==> src/hw/rtl/rpn_pkg.sv <==
// Shared types and constants for the reverse-Polish stack calculator.
package rpn_pkg;

   localparam int STACK_DEPTH = 16;
   localparam int ADDR_W      = $clog2(STACK_DEPTH);
   localparam int DEPTH_W     = $clog2(STACK_DEPTH + 1);
   localparam int DATA_W      = 32;
   localparam int FRAC_W      = 16;

   typedef enum logic [3:0] {
      CMD_PUSH      = 4'd0,
      CMD_ADD       = 4'd1,
      CMD_SUB       = 4'd2,
      CMD_MUL       = 4'd3,
      CMD_PRINT     = 4'd4,
      CMD_PRINT_POP = 4'd5,
      CMD_CLEAR     = 4'd6,
      CMD_DUP       = 4'd7,
      CMD_PRINT_ALL = 4'd8
   } cmd_type;

   typedef enum logic [1:0] {
      STAT_OK    = 2'd0,
      STAT_OVER  = 2'd1,
      STAT_UNDER = 2'd2,
      STAT_EMPTY = 2'd3
   } status_type;

   typedef enum logic [2:0] {
      ST_IDLE,
      ST_DECODE,
      ST_OPREAD,
      ST_MULW,
      ST_PRINT,
      ST_DUPW,
      ST_WALK
   } state_type;

   typedef enum logic [1:0] {
      WR_PUSH,
      WR_ALU,
      WR_MUL,
      WR_DUP
   } wr_sel_type;

   typedef enum logic [1:0] {
      DEPTH_HOLD,
      DEPTH_INC,
      DEPTH_DEC,
      DEPTH_CLR
   } depth_op_type;

   // Commands from the controller to the datapath.
   typedef struct packed {
      logic         load_operand;
      logic         wr_en;
      wr_sel_type   wr_sel;
      depth_op_type depth_op;
      logic         ptr_load;
      logic         ptr_dec;
      logic         rd_walk;
      logic         alu_sub;
      logic         mul_load;
      logic         emit;
      logic         emit_zero;
      status_type   emit_status;
      logic         emit_last;
   } ctl_type;

   // Status from the datapath to the controller.
   typedef struct packed {
      logic empty;
      logic below_two;
      logic full;
      logic walk_end;
   } dp_status_type;

endpackage

==> src/hw/rtl/rpn_ctrl.sv <==
// Controller state machine for the stack calculator.
module rpn_ctrl (
   input  logic                  clock,
   input  logic                  reset,
   input  logic                  start,
   input  logic [3:0]            req_command,
   input  rpn_pkg::dp_status_type dp_status,
   output rpn_pkg::ctl_type      ctl,
   output logic                  busy
);
   import rpn_pkg::*;

   state_type state_ff, state_in;
   cmd_type   cmd_ff, cmd_in;

   always_ff @(posedge clock) begin
      if (reset) begin
         state_ff <= ST_IDLE;
         cmd_ff   <= CMD_PUSH;
      end else begin
         state_ff <= state_in;
         cmd_ff   <= cmd_in;
      end
   end

   always_comb begin
      state_in = state_ff;
      cmd_in   = cmd_ff;
      ctl      = '0;
      busy     = (state_ff != ST_IDLE);
      case (state_ff)
         ST_IDLE: begin
            if (start) begin
               cmd_in           = cmd_type'(req_command);
               ctl.load_operand = 1'b1;
               state_in         = ST_DECODE;
            end
         end
         ST_DECODE: begin
            state_in = ST_IDLE;
            case (cmd_ff)
               CMD_PUSH: begin
                  if (dp_status.full) begin
                     ctl.emit        = 1'b1;
                     ctl.emit_zero   = 1'b1;
                     ctl.emit_status = STAT_OVER;
                     ctl.emit_last   = 1'b1;
                  end else begin
                     ctl.wr_en    = 1'b1;
                     ctl.wr_sel   = WR_PUSH;
                     ctl.depth_op = DEPTH_INC;
                  end
               end
               CMD_ADD, CMD_SUB, CMD_MUL: begin
                  if (dp_status.below_two) begin
                     ctl.emit        = 1'b1;
                     ctl.emit_zero   = 1'b1;
                     ctl.emit_status = STAT_UNDER;
                     ctl.emit_last   = 1'b1;
                  end else begin
                     state_in = ST_OPREAD;
                  end
               end
               CMD_PRINT, CMD_PRINT_POP: begin
                  if (dp_status.empty) begin
                     ctl.emit        = 1'b1;
                     ctl.emit_zero   = 1'b1;
                     ctl.emit_status = STAT_UNDER;
                     ctl.emit_last   = 1'b1;
                  end else begin
                     state_in = ST_PRINT;
                  end
               end
               CMD_CLEAR: begin
                  ctl.depth_op = DEPTH_CLR;
               end
               CMD_DUP: begin
                  if (dp_status.empty || dp_status.full) begin
                     ctl.emit        = 1'b1;
                     ctl.emit_zero   = 1'b1;
                     ctl.emit_status = dp_status.empty ? STAT_UNDER : STAT_OVER;
                     ctl.emit_last   = 1'b1;
                  end else begin
                     state_in = ST_DUPW;
                  end
               end
               CMD_PRINT_ALL: begin
                  if (dp_status.empty) begin
                     ctl.emit        = 1'b1;
                     ctl.emit_zero   = 1'b1;
                     ctl.emit_status = STAT_EMPTY;
                     ctl.emit_last   = 1'b1;
                  end else begin
                     ctl.ptr_load = 1'b1;
                     state_in     = ST_WALK;
                  end
               end
               default: begin
                  state_in = ST_IDLE;
               end
            endcase
         end
         ST_OPREAD: begin
            if (cmd_ff == CMD_MUL) begin
               ctl.mul_load = 1'b1;
               state_in     = ST_MULW;
            end else begin
               ctl.wr_en    = 1'b1;
               ctl.wr_sel   = WR_ALU;
               ctl.alu_sub  = (cmd_ff == CMD_SUB);
               ctl.depth_op = DEPTH_DEC;
               state_in     = ST_IDLE;
            end
         end
         ST_MULW: begin
            ctl.wr_en    = 1'b1;
            ctl.wr_sel   = WR_MUL;
            ctl.depth_op = DEPTH_DEC;
            state_in     = ST_IDLE;
         end
         ST_PRINT: begin
            ctl.emit        = 1'b1;
            ctl.emit_status = STAT_OK;
            ctl.emit_last   = 1'b1;
            ctl.depth_op    = (cmd_ff == CMD_PRINT_POP) ? DEPTH_DEC : DEPTH_HOLD;
            state_in        = ST_IDLE;
         end
         ST_DUPW: begin
            ctl.wr_en    = 1'b1;
            ctl.wr_sel   = WR_DUP;
            ctl.depth_op = DEPTH_INC;
            state_in     = ST_IDLE;
         end
         ST_WALK: begin
            ctl.emit        = 1'b1;
            ctl.emit_status = STAT_OK;
            ctl.emit_last   = dp_status.walk_end;
            ctl.rd_walk     = 1'b1;
            ctl.ptr_dec     = 1'b1;
            if (dp_status.walk_end) begin
               state_in = ST_IDLE;
            end
         end
         default: begin
            state_in = ST_IDLE;
         end
      endcase
   end

endmodule

==> src/hw/rtl/rpn_dpath.sv <==
// Datapath of the stack calculator: stack memory, depth, ALU, multiplier, result register.
module rpn_dpath (
   input  logic                  clock,
   input  logic                  reset,
   input  logic signed [31:0]    req_operand_value,
   input  rpn_pkg::ctl_type      ctl,
   output rpn_pkg::dp_status_type dp_status,
   output logic                  rsp_strobe,
   output logic signed [31:0]    rsp_result_value,
   output logic [1:0]            rsp_status,
   output logic                  rsp_last_of_run
);
   import rpn_pkg::*;

   logic [DATA_W-1:0]  mem [STACK_DEPTH];
   logic [DATA_W-1:0]  rd0_ff, rd1_ff;
   logic [DATA_W-1:0]  operand_ff;
   logic [DEPTH_W-1:0] depth_ff, depth_in;
   logic [ADDR_W-1:0]  ptr_ff, ptr_in;
   logic signed [2*DATA_W-1:0] prod_ff;

   logic               strobe_ff;
   logic [DATA_W-1:0]  value_ff;
   status_type         status_ff;
   logic               last_ff;

   logic [DEPTH_W-1:0] depth_m1, depth_m2;
   logic [ADDR_W-1:0]  rd_addr0, rd_addr1, wr_addr;
   logic [DATA_W-1:0]  wr_data;
   logic [DATA_W:0]    sum;
   logic [DATA_W-1:0]  alu_sat, mul_sat;
   logic [2*DATA_W-FRAC_W-1:0] prod_shr;

   localparam logic [DATA_W-1:0] SAT_MAX = {1'b0, {(DATA_W-1){1'b1}}};
   localparam logic [DATA_W-1:0] SAT_MIN = {1'b1, {(DATA_W-1){1'b0}}};

   assign depth_m1 = depth_ff - DEPTH_W'(1);
   assign depth_m2 = depth_ff - DEPTH_W'(2);
   assign rd_addr0 = ctl.rd_walk ? (ptr_ff - ADDR_W'(1)) : depth_m1[ADDR_W-1:0];
   assign rd_addr1 = depth_m2[ADDR_W-1:0];

   assign dp_status.empty     = (depth_ff == '0);
   assign dp_status.below_two = (depth_ff < DEPTH_W'(2));
   assign dp_status.full      = (depth_ff == DEPTH_W'(STACK_DEPTH));
   assign dp_status.walk_end  = (ptr_ff == '0);

   // Saturating add and subtract over a one-bit-wider sum.
   always_comb begin
      if (ctl.alu_sub) begin
         sum = {rd0_ff[DATA_W-1], rd0_ff} - {rd1_ff[DATA_W-1], rd1_ff};
      end else begin
         sum = {rd0_ff[DATA_W-1], rd0_ff} + {rd1_ff[DATA_W-1], rd1_ff};
      end
      if (sum[DATA_W] != sum[DATA_W-1]) begin
         alu_sat = sum[DATA_W] ? SAT_MIN : SAT_MAX;
      end else begin
         alu_sat = sum[DATA_W-1:0];
      end
   end

   // Drop the fraction bits (floor) and clamp to the 32-bit range.
   always_comb begin
      prod_shr = prod_ff[2*DATA_W-1:FRAC_W];
      if ((&prod_shr[2*DATA_W-FRAC_W-1:DATA_W-1]) ||
          !(|prod_shr[2*DATA_W-FRAC_W-1:DATA_W-1])) begin
         mul_sat = prod_shr[DATA_W-1:0];
      end else begin
         mul_sat = prod_shr[2*DATA_W-FRAC_W-1] ? SAT_MIN : SAT_MAX;
      end
   end

   always_comb begin
      case (ctl.wr_sel)
         WR_PUSH: begin
            wr_data = operand_ff;
            wr_addr = depth_ff[ADDR_W-1:0];
         end
         WR_ALU: begin
            wr_data = alu_sat;
            wr_addr = depth_m2[ADDR_W-1:0];
         end
         WR_MUL: begin
            wr_data = mul_sat;
            wr_addr = depth_m2[ADDR_W-1:0];
         end
         WR_DUP: begin
            wr_data = rd0_ff;
            wr_addr = depth_ff[ADDR_W-1:0];
         end
         default: begin
            wr_data = operand_ff;
            wr_addr = depth_ff[ADDR_W-1:0];
         end
      endcase
   end

   always_comb begin
      case (ctl.depth_op)
         DEPTH_HOLD: depth_in = depth_ff;
         DEPTH_INC:  depth_in = depth_ff + DEPTH_W'(1);
         DEPTH_DEC:  depth_in = depth_m1;
         DEPTH_CLR:  depth_in = '0;
         default:    depth_in = depth_ff;
      endcase
   end

   always_comb begin
      ptr_in = ptr_ff;
      if (ctl.ptr_load) begin
         ptr_in = depth_m1[ADDR_W-1:0];
      end else if (ctl.ptr_dec) begin
         ptr_in = ptr_ff - ADDR_W'(1);
      end
   end

   always_ff @(posedge clock) begin
      if (ctl.wr_en) begin
         mem[wr_addr] <= wr_data;
      end
      rd0_ff <= mem[rd_addr0];
      rd1_ff <= mem[rd_addr1];
   end

   always_ff @(posedge clock) begin
      if (reset) begin
         depth_ff  <= '0;
         strobe_ff <= 1'b0;
      end else begin
         depth_ff  <= depth_in;
         strobe_ff <= ctl.emit;
      end
   end

   always_ff @(posedge clock) begin
      ptr_ff <= ptr_in;
      if (ctl.load_operand) begin
         operand_ff <= req_operand_value;
      end
      if (ctl.mul_load) begin
         prod_ff <= $signed(rd0_ff) * $signed(rd1_ff);
      end
      if (ctl.emit) begin
         value_ff  <= ctl.emit_zero ? '0 : rd0_ff;
         status_ff <= ctl.emit_status;
         last_ff   <= ctl.emit_last;
      end
   end

   assign rsp_strobe       = strobe_ff;
   assign rsp_result_value = value_ff;
   assign rsp_status       = status_ff;
   assign rsp_last_of_run  = last_ff;

endmodule

==> src/hw/rtl/rpn_stack_calculator.sv <==
// Top level of the reverse-Polish stack calculator.
//
//   channel  | ports                                           | transfer when
//   ---------+-------------------------------------------------+-------------------
//   command  | start, busy, req_command, req_operand_value     | start && !busy
//   result   | rsp_strobe, rsp_result_value, rsp_status,       | rsp_strobe
//            | rsp_last_of_run                                 |
//
// A command transfers, then is decoded against the stack depth. Push, clear and errors
// finish in decode; print, print-pop, add, subtract and duplicate then do a registered
// stack read; multiply does a registered product, then shift and saturate; print-all
// reads its N entries, one entry read a cycle. Synchronous reset empties the stack; the
// memory is not cleared, as only entries below the depth are ever used. Results leave
// as one-cycle strobes; the receiver cannot stall.
module rpn_stack_calculator (
   input  logic               clock,
   input  logic               reset,
   input  logic               start,
   output logic               busy,
   input  logic [3:0]         req_command,
   input  logic signed [31:0] req_operand_value,
   output logic               rsp_strobe,
   output logic signed [31:0] rsp_result_value,
   output logic [1:0]         rsp_status,
   output logic               rsp_last_of_run
);
   import rpn_pkg::*;

   ctl_type       ctl;
   dp_status_type dp_status;

   // Sequence each command; hold busy until its last step is issued.
   rpn_ctrl u_ctrl (
      .clock       (clock),
      .reset       (reset),
      .start       (start),
      .req_command (req_command),
      .dp_status   (dp_status),
      .ctl         (ctl),
      .busy        (busy)
   );

   // Hold the stack and drive the result register.
   rpn_dpath u_dpath (
      .clock             (clock),
      .reset             (reset),
      .req_operand_value (req_operand_value),
      .ctl               (ctl),
      .dp_status         (dp_status),
      .rsp_strobe        (rsp_strobe),
      .rsp_result_value  (rsp_result_value),
      .rsp_status        (rsp_status),
      .rsp_last_of_run   (rsp_last_of_run)
   );

endmodule

==> config.mk <==
export PLATFORM = sky130hd
export DESIGN_NAME = rpn_stack_calculator
export DESIGN_NICKNAME = d
export VERILOG_FILES = /design/src/hw/rtl/rpn_pkg.sv /design/src/hw/rtl/rpn_ctrl.sv /design/src/hw/rtl/rpn_dpath.sv /design/src/hw/rtl/rpn_stack_calculator.sv
export SDC_FILE = /design/constraint.sdc
export NUM_CORES = 2
export LEC_CHECK = 0
export BUFFER_PORTS_ARGS = -buffer_cell sky130_fd_sc_hd__clkbuf_2
export CAP_MARGIN = 20
export CORE_MARGIN = 10
export CORE_UTILIZATION = 50
export DETAILED_ROUTE_END_ITERATION = 7
export MAX_ROUTING_LAYER = met4
export PLACE_DENSITY = 0.7
export SETUP_SLACK_MARGIN = 0.1
export SYNTH_ARGS = -nofsm -noshare
export SYNTH_HDL_FRONTEND = slang
export SYNTH_SLANG_ARGS = --single-unit
==> constraint.sdc <==
create_clock -name clock -period 7.7 [get_ports clock]
set_input_delay 0.77 -clock clock [delete_from_list [all_inputs] [get_ports clock]]
set_output_delay 0.77 -clock clock [all_outputs]
set_load 0.01 [all_outputs]
==> impl_metrics.csv <==
group,metric,value,unit
final_layout,final_nets,7465,
setup_path,arrival,8.10,ns
setup_path,cp_max_fo,7,
route,vias,46400,
logic_synthesis,syn-cell-area,69600,µm²
run_status,status,"finished clean",
place,io_buffers,75,
logic_synthesis,ys.flop_type,"edfxtp_1",
logic_synthesis,avgSynthCellArea,11.8,µm²
place,dp_slack,-0.278,ns
logic_synthesis,async_reset_ff_frac,0,
sta,worst_pin_slew,0.913,ns
route,dr.pass1.iters,5,
sta,period_share,0.987,
logic_synthesis,yosysTopAreaCell,"fa_1",
final_layout,multi_input_area,44900,µm²
global_route,grtUsageTotal,0.261,
clock_tree,clk_latency,0.71,ns
logic_synthesis,synth_top_area_share,0.311,
setup_path,critPathLaunchType,"flip-flop",
logic_synthesis,synth_seq_cells,708,
logic_synthesis,synth_cell_types,84,
route,drc_errors,0,
sta,setup_violations,0,
floorplanning,initial_core_util,0.505,
clock_tree,ctsHoldBuffers,0,
place,gp_congestion,0.995,
logic_synthesis,post-synth-top-count-cell,"fa_1",
logic_synthesis,yosysSeqAreaShare,0.294,
route,wire_per_inst,24.1,µm
route,routed_wl,193,mm
logic_synthesis,netlist_top_cells_count,"fa_1 (1082), inv_1 (1002), edfxtp_1 (631)",
sta,clock_skew,0.0376,ns
sta,slew-limit-headroom,0.386,
global_route,grt_first_pass_wirelength,298,mm
final_layout,drive_gt1_frac,0.186,
logic_synthesis,syn_nets,7220,
global_route,grt_pass1_vias,49500,
final_layout,seq_area,20600,µm²
clock_tree,cts_htree_levels,3,
floorplanning,die_w,393,µm
run,drv_cap,0,
clock_tree,clock_path_buffers,3,
clock_tree,cts-buffers-inserted,78,
sta,fin_ws,0.102,ns
sta,drv_slew,0,
setup_path,cp.required,8.20,ns
logic_synthesis,synth-edff-count,631,
floorplanning,die_area,155000,µm²
clock_tree,cts_tree,"done",
floorplanning,die_y,393,µm
global_route,antenna_found_initial,10,
floorplanning,placement_rows,136,
floorplanning,core_area,138000,µm²
setup_path,crit_path_end_kind,"flip-flop",
logic_synthesis,synth_warnings,0,
route,antenna_left,0,
sta,fmax,132,MHz
global_route,grt_start_max_net_pins,129,
global_route,overflow,0,
route,routed_via_density,5.81,
clock_tree,root_buffer,"clkbuf_16",
route,initialDrtViolationCount,4338,
logic_synthesis,synthCells,5878,
sta,finalCriticalPeriod,7.60,ns
clock_tree,path_clk_slew,0.06,ns
logic_synthesis,synth.top_cells.by_area,"fa_1 (31%), edfxtp_1 (27%), mux4_2 (9.3%), inv_1 (5.4%), and2_1 (5.0%)",
sta,rsz0062_at_grt,"yes",
hold_path,hold_class,"in -> reg",
place,dp_hpwl,143,mm
sta,hold_viol_final,0,
final_layout,syn2layout_area_growth,13.2,%
clock_tree,cts_sinks,708,
setup_path,worstSetupPathType,"reg -> reg",
floorplanning,ioPinCount,76,
final_layout,n_fill_cell,11000,
-- worst paths after layout --
path	startpoint	endpoint	slack [ns]	depth (start not counted)
worst max register to register	u_dpath.rd0_ff[7]	u_dpath.prod_ff[60]	0.10	27
worst min-delay path	req_operand_value[13]	u_dpath.operand_ff[13]	0.24	1
worst min register to register	u_dpath.ptr_ff[0]	u_dpath.ptr_ff[0]	0.60	1
worst max-delay path	u_dpath.rd0_ff[7]	u_dpath.prod_ff[60]	0.10	27
-- critical path: stages (launching register included) --
cell and delay (ns):
dfxtp_2 0.34, buf_12 0.14, buf_8 0.11, buf_4 0.13
nand2_1 0.08, fa_1 0.54, inv_1 0.06, fa_1 0.55
fa_1 0.44, fa_1 0.57, fa_1 0.46, fa_1 0.46
fa_1 0.57, inv_1 0.08, fa_1 0.51, inv_1 0.08
ha_4 0.22, o21a_1 0.10, o21a_1 0.22, o2111ai_4 0.24
a21oi_2 0.08, o311ai_1 0.23, buf_4 0.16, a31oi_1 0.08
buf_4 0.17, a211o_1 0.31, a2111o_1 0.41, o311ai_2 0.09
-- cell type report --
| class | count | share of cell area |
|---|---|---|
| sequential | 708 | 0.261 |
| clock buffer | 96 | 0.0263 |
| timing repair buffer | 514 | 0.0597 |
| clock inverter | 47 | 0.00749 |
| multi-input combinational | 3819 | 0.569 |
| inverter | 1002 | 0.0478 |
| tap | 1794 | 0.0285 |
| antenna | 8 | 0.000254 |
-- stage by stage --
step / hold WS [ns] / cells / util / setup TNS [ns] / instance area, µm²
finish: 0.241 / 7988 / 0.572 / 0 / 78800
global route: 0.215 / 7985 / 0.572 / -0.204 / 78800
global placement: 0.593 / 7800 / 0.543 / -1.84 / 74900
detailed placement: 0.593 / 7801 / 0.543 / -2.52 / 74900
floorplan: 0.545 / 5878 / - / 0 / 69700
CTS: 0.210 / 7951 / 0.565 / 0 / 77800
-- what timing repair did --
item                                    CTS  global route
resized for setup                        54           171
hold endpoints to repair                  0             0
endpoints found under the setup margin   18            24
pin swaps                                29            80
gates cloned                              1             3
setup buffers                             6            26
-- metal layers --
layer	vias up	global-route usage	wire length (µm)
li1	19700	-	-
met1	24100	0.344	76800
met2	2252	0.409	92200
met3	332	0.0554	18300
met4	0	0.0753	5410
met5	-	-	0
-- kinds of logic (layout without fill, tap and decap cells) --
logic type / count (synthesis) / after routing / share of synthesized area
mux: 334 / 334 / 0.0998
compound gates: 514 / 514 / 0.0509
fa+ha+maj: 1303 / 1303 / 0.351
flops: 708 / 708 / 0.294
buf+inv: 1351 / 1659 / 0.0738
other cells: 0 / 8 / 0
xor+xnor: 119 / 119 / 0.0150
simple gates: 1549 / 1549 / 0.115
-- placed cells by master (no fill, tap or decap), drive strengths merged, types with 35 or more instances in the layout --
master / n
edfxtp: 631
mux2i: 42
ha: 221
nor2b: 102
and2: 562
clkbuf: 174
fa: 1082
xor2: 35
o21ai: 85
nand2: 570
xnor2: 84
nor2: 116
nand3: 38
a21o: 47
a221oi: 47
inv: 1006
mux4: 288
a21oi: 156
buf: 436
a211oi: 48
dfxtp: 77
-- flip-flops by register name, summed over array words and instances, names as in the netlist --
register,count
u_dpath.ptr_ff,4
u_dpath.rsp_last_of_run,1
u_dpath.prod_ff,48
u_ctrl.state_ff,3
u_dpath.mem,512
u_dpath.rsp_result_value,32
u_dpath.rd1_ff,32
u_dpath.rd0_ff,32
u_dpath.depth_ff,5
u_ctrl.cmd_ff,4
u_dpath.rsp_status,2
u_dpath.rsp_strobe,1
u_dpath.operand_ff,32
Power is left out: the tool's default activity adds up to more than one toggle a clock period on the data nets, which glitch-free logic cannot reach.
